## src/sv/ptb_pkg.sv

```systemverilog
// shared types, sizes and codes of the palindromic tree builder
`timescale 1ns / 1ps

package ptb_pkg;

  localparam int MAX_LETTERS = 1024;
  localparam int ALPHABET    = 26;
  localparam int NODE_COUNT  = MAX_LETTERS + 2;
  localparam int NODE_W      = $clog2(NODE_COUNT);
  localparam int LEN_W       = $clog2(MAX_LETTERS + 1);
  localparam int POS_W       = LEN_W;
  localparam int LETTER_AW   = (MAX_LETTERS > 2) ? $clog2(MAX_LETTERS) : 1;
  localparam int SYM_W       = 5;
  localparam int OCC_W       = 11;
  localparam int CHILD_DEPTH = NODE_COUNT * ALPHABET;
  localparam int CHILD_AW    = $clog2(CHILD_DEPTH);
  localparam int DIFF_W      = LEN_W + 1;

  typedef logic [NODE_W-1:0]    node_t;
  typedef logic [LEN_W-1:0]     len_t;
  typedef logic [SYM_W-1:0]     sym_t;
  typedef logic [OCC_W-1:0]     occ_t;
  typedef logic [POS_W-1:0]     pos_t;
  typedef logic [LETTER_AW-1:0] laddr_t;
  typedef logic [CHILD_AW-1:0]  caddr_t;

  localparam node_t ROOT_ZERO = node_t'(0);
  localparam node_t ROOT_ONE  = node_t'(1);
  localparam node_t FIRST_NODE = node_t'(2);

  // one entry of the node store
  typedef struct packed {
    len_t  len;
    node_t link;
    occ_t  occ;
    node_t parent;
    sym_t  sym;
  } node_rec_t;

  // answer of the extension check unit
  typedef struct packed {
    logic   root;
    logic   before_start;
    laddr_t mirror;
  } ext_res_t;

  typedef enum logic [2:0] {
    S_IDLE,
    S_VRD,
    S_VCHK,
    S_LCHK,
    S_CCHK,
    S_XCHK,
    S_MAKE,
    S_DONE
  } state_e;

endpackage

```

## src/sv/ptb_ext_unit.sv

```systemverilog
// extension check unit: mirror position of a palindrome and its range test
`timescale 1ns / 1ps

module ptb_ext_unit (
  input  ptb_pkg::laddr_t   at_i,
  input  ptb_pkg::len_t     len_i,
  input  logic              neg_i,
  output ptb_pkg::ext_res_t res_o
);
  import ptb_pkg::*;

  logic [DIFF_W-1:0] diff;

  // mirror = at - len - 1, negative means before the first letter
  assign diff = DIFF_W'(at_i) - DIFF_W'(len_i) - DIFF_W'(1);

  assign res_o.root         = neg_i;
  assign res_o.before_start = diff[DIFF_W-1];
  assign res_o.mirror       = diff[LETTER_AW-1:0];

endmodule

```

## config.mk

```make
export PLATFORM = sky130hd
export DESIGN_NAME = ptb_ext_unit
export DESIGN_NICKNAME = d
export VERILOG_FILES = /design/src/sv/ptb_pkg.sv /design/src/sv/ptb_ext_unit.sv
export SDC_FILE = /design/constraint.sdc
export NUM_CORES = 1
export LEC_CHECK = 0
export BUFFER_PORTS_ARGS = -buffer_cell sky130_fd_sc_hd__buf_2
export CAP_MARGIN = 10
export CORE_AREA = 5 5 42 44
export DETAILED_ROUTE_END_ITERATION = 8
export DIE_AREA = 0 0 47 49
export PLACE_DENSITY = 0.72
export SYNTH_ARGS = -nofsm -noshare
export SYNTH_HDL_FRONTEND = slang
export SYNTH_SLANG_ARGS = --single-unit
```

## constraint.sdc

```tcl
create_clock -name vclk -period 3.3
set_clock_uncertainty 0.15 [all_clocks]
set_input_delay 0.33 -clock vclk [all_inputs]
set_output_delay 0.33 -clock vclk [all_outputs]
set_load 0.05 [all_outputs]
```

* Yosys cells after proc, flatten, opt, wreduce, memory -nomap -nowiden
Cells that the tools add are included.
** Operators by class
- Add/subtract/negate cells :: 2
** Operators by type and width (count)
- $sub A10 B11 Y12 :: 1
- $sub A12 B1 Y12 const B :: 1
** Storage, ports and cells
- Output and inout port bits :: 12
- Flip-flop bits (word level) :: 0
- Bits of input ports :: 22
- Word-level logic and storage cells :: 2

* Logic depth before layout (Yosys ltp)
- Word-level depth :: 2
- Mapped depth :: 7
- Depth with buffers taken out :: 7

* Least setup slack after synthesis
OpenSTA, ideal clock, no wires.
- Path kind :: input to output
- From :: input port len_i[4]
- To :: output port res_o[10] in the netlist's numbering
- Arrival time :: 2.288 ns
- Path buffers :: 0
- Setup slack :: 0.532 ns
- Stages on the path :: 6
- Data required time :: 2.820 ns
- Path through :: inv_1 ha_1 a21o_1 a31o_1 o32a_1 a31oi_1
** RTL lines
- start, declared :: RTL line ptb_ext_unit.sv:6 : input ptb_pkg::len_t len_i,
- end, declared :: RTL line ptb_ext_unit.sv:8 : output ptb_pkg::ext_res_t res_o

==> flow_summary.toml <==
[critical_path]
crit_path_cell_trace = "buf_2 -> ha_1 -> a21o_1 -> a31o_1 -> o32a_1 -> a31oi_1 -> buf_2"
cp-end-kind = "primary output"
cp_max_fo = 5
startpoint = "at_i[4]"
cp.required_ns = 2.82
critical_path_arrival_ns = 2.04
start_kind = "input port"
worst_path_largest_cell_delay_ns = 0.39
crit_path_top_delay_cell = "o32a_1"
path_common_cell = "buf_2"
crit_path_end = "res_o[10]"
critPathKind = "input port to primary output"

[timing]
period_share_pct = 76.4
drv_slew = 0
period_needed_ns = 2.52
setup_tns_ns = 0
fmax_mhz = 396
max_slew_margin_pct = 83.2
rsz0062_at_grt = "false"
hold_viol_final = 0
setup_violations = 0
worst_pin_slew_ns = 0.254

[clock_tree]
post-cts-setup-buffer-count = 0
post_cts_resized = 0
ctsHoldBuffers = 0

[layout]
stdcell_count = 109
diodes = 0
seq_area_um2 = 0
area_delta_synth_final_pct = 38.0
finalNetCount = 128
seq_cell_count = 0
fin_util_pct = 44.7
drive_gt1_share_pct = 35.5
nClkBuffers = 0

[placed_design]
dp_cells = 109
dpl.hpwl_um = 1090
io_buffers = 32
place_congestion = 0.782

[logic_synthesis]
netlist.area_leader.share_pct = 27.5
ys_warn_count = 0
yosysSeqAreaShare_pct = 0
syn_inst = 62
synth.area.top_cells = "ha_1, inv_1, a21oi_1, xnor2_1, xor2_1"
syn-cell-area_um2 = 454
syn_nets = 95
synth_cell_types = 27
yosysTopAreaCell = "ha_1"
avgSynthCellArea_um2 = 7.33

[min_path]
hp-start = "neg_i"
min-delay-path-class = "input port to primary output"

[grt]
grt_use_met3_pct = 0.369
antenna_found_initial = 0
track_usage_pct = 10.3
grt_max_degree = 7
gr-usage-met2_pct = 19.9
use_met1_pct = 12.6
grt_pass1_wl_um = 1960
busiest_layer = "met2"
grt_overflow = 0
first_global_vias = 511

[job]
timing.max_cap.violations = 0

[floorplanning]
start_util_pct = 32.4
ios = 34
rows = 14
design.core.area_mm2 = 0.00140
fp.dieW_um = 47
die_y_um = 49
die-area_mm2 = 0.00230

[drt]
routed_wl_um = 1180
viasPerCell = 4.98
drt_first_iter_violations = 6
postRouteAntennaNets = 0
drc = 0
wl_per_cell_um = 10.8
vias = 543
first_pass_iters = 3

[power]
p_switching_uw = 142
ir_drop_v = 0.000167
combPwrFrac_pct = 100.0
p_seq_share_pct = 0
swShare_pct = 69.8
p_int_uw = 61.6
p_leak_uw = 0.000381
power_density_mw_per_mm2 = 325
clkPwrFrac_pct = 0

[status]
status = "finished, final reports clean"
critical path, delay by kind of cell:
kind                     cells  cell delay, ns
buffers and inverters        2            0.38
AO/OA/AOI/OAI                4            0.99
adder cells (fa/ha/maj)      1            0.34
cell families (layout without fill, tap and decap cells):
| group | count (synthesis) | after routing | share of synthesized area [%] |
|---|---|---|---|
| AOI/OAI and AO/OA | 19 | 19 | 27.8 |
| buffers and inverters | 13 | 44 | 11.6 |
| and+or+nand+nor | 12 | 12 | 14.9 |
| adders and majority gates | 11 | 11 | 32.0 |
| xor gates and xnor gates | 6 | 6 | 11.6 |
| muxes | 1 | 1 | 2.20 |
worst min-delay path by stage:
stage,endpoint,cells past startpoint,slack [ns]
5_1_grt,res_o[11],0,0.51
3_3_place_gp,res_o[11],0,0.51
6_report,res_o[11],0,0.51
3_5_place_dp,res_o[11],0,0.51
4_1_cts,res_o[11],0,0.51
2_1_floorplan,res_o[11],1,0.68
layer usage:
layer,wire [um],vias up
met1,450,244
li1,-,281
met5,0,-
met2,626,18
met3,104,0
met4,0,0
cell usage after synthesis:
cell type / number
o32a_1: 1
o2111ai_1: 1
buf_4: 1
ha_1: 10
o211ai_1: 1
xnor2_1: 3
nor2b_1: 1
and2b_1: 1
nand2_1: 2
o21ai_0: 2
a31o_1: 1
or3_1: 1
nor3_1: 2
a211oi_1: 1
nor2_1: 2
xor2_1: 3
o21a_1: 1
fa_1: 1
a31oi_1: 1
and4_2: 1
a21oi_1: 6
mux2i_1: 1
a21o_1: 3
or2_1: 1
and3_1: 1
inv_1: 12
a22oi_1: 1
cells in the final DEF (no fill, tap or decap), types with 2 or more instances in the layout:
| master | instances |
|---|---|
| nand2_1 | 2 |
| nor3_1 | 2 |
| ha_1 | 10 |
| inv_1 | 12 |
| buf_2 | 32 |
| a21o_1 | 3 |
| o21ai_0 | 2 |
| nor2_1 | 2 |
| a21oi_1 | 6 |
| xor2_1 | 3 |
| xnor2_1 | 3 |
power groups by stage:
stage / clock network, uW / registers (uW) / logic [uW]
final: 0 / 0 / 204
after global routing: 0 / 0 / 220
after CTS: 0 / 0 / 206
after detailed placement: 0 / 0 / 205
after global placement: 0 / 0 / 202
after floorplan: 0 / 0 / 162
stage by stage:
step / hold WS, ns / total power [uW] / cell area, um^2 / worst slack, ns
6_report: 0.510 / 204 / 627 / 0.777
3_3_place_gp: 0.510 / 202 / 627 / 0.778
3_5_place_dp: 0.510 / 205 / 627 / 0.765
5_1_grt: 0.510 / 220 / 627 / 0.695
4_1_cts: 0.510 / 206 / 627 / 0.766
2_1_floorplan: 0.677 / 162 / 454 / 0.532
cell type report:
type,instances,area [um^2]
repair buffers,32,160
fillers,166,774
well taps,16,20.0
inverters,12,45.0
multi-input cells,49,402
(Power assumes the default switching activity.)
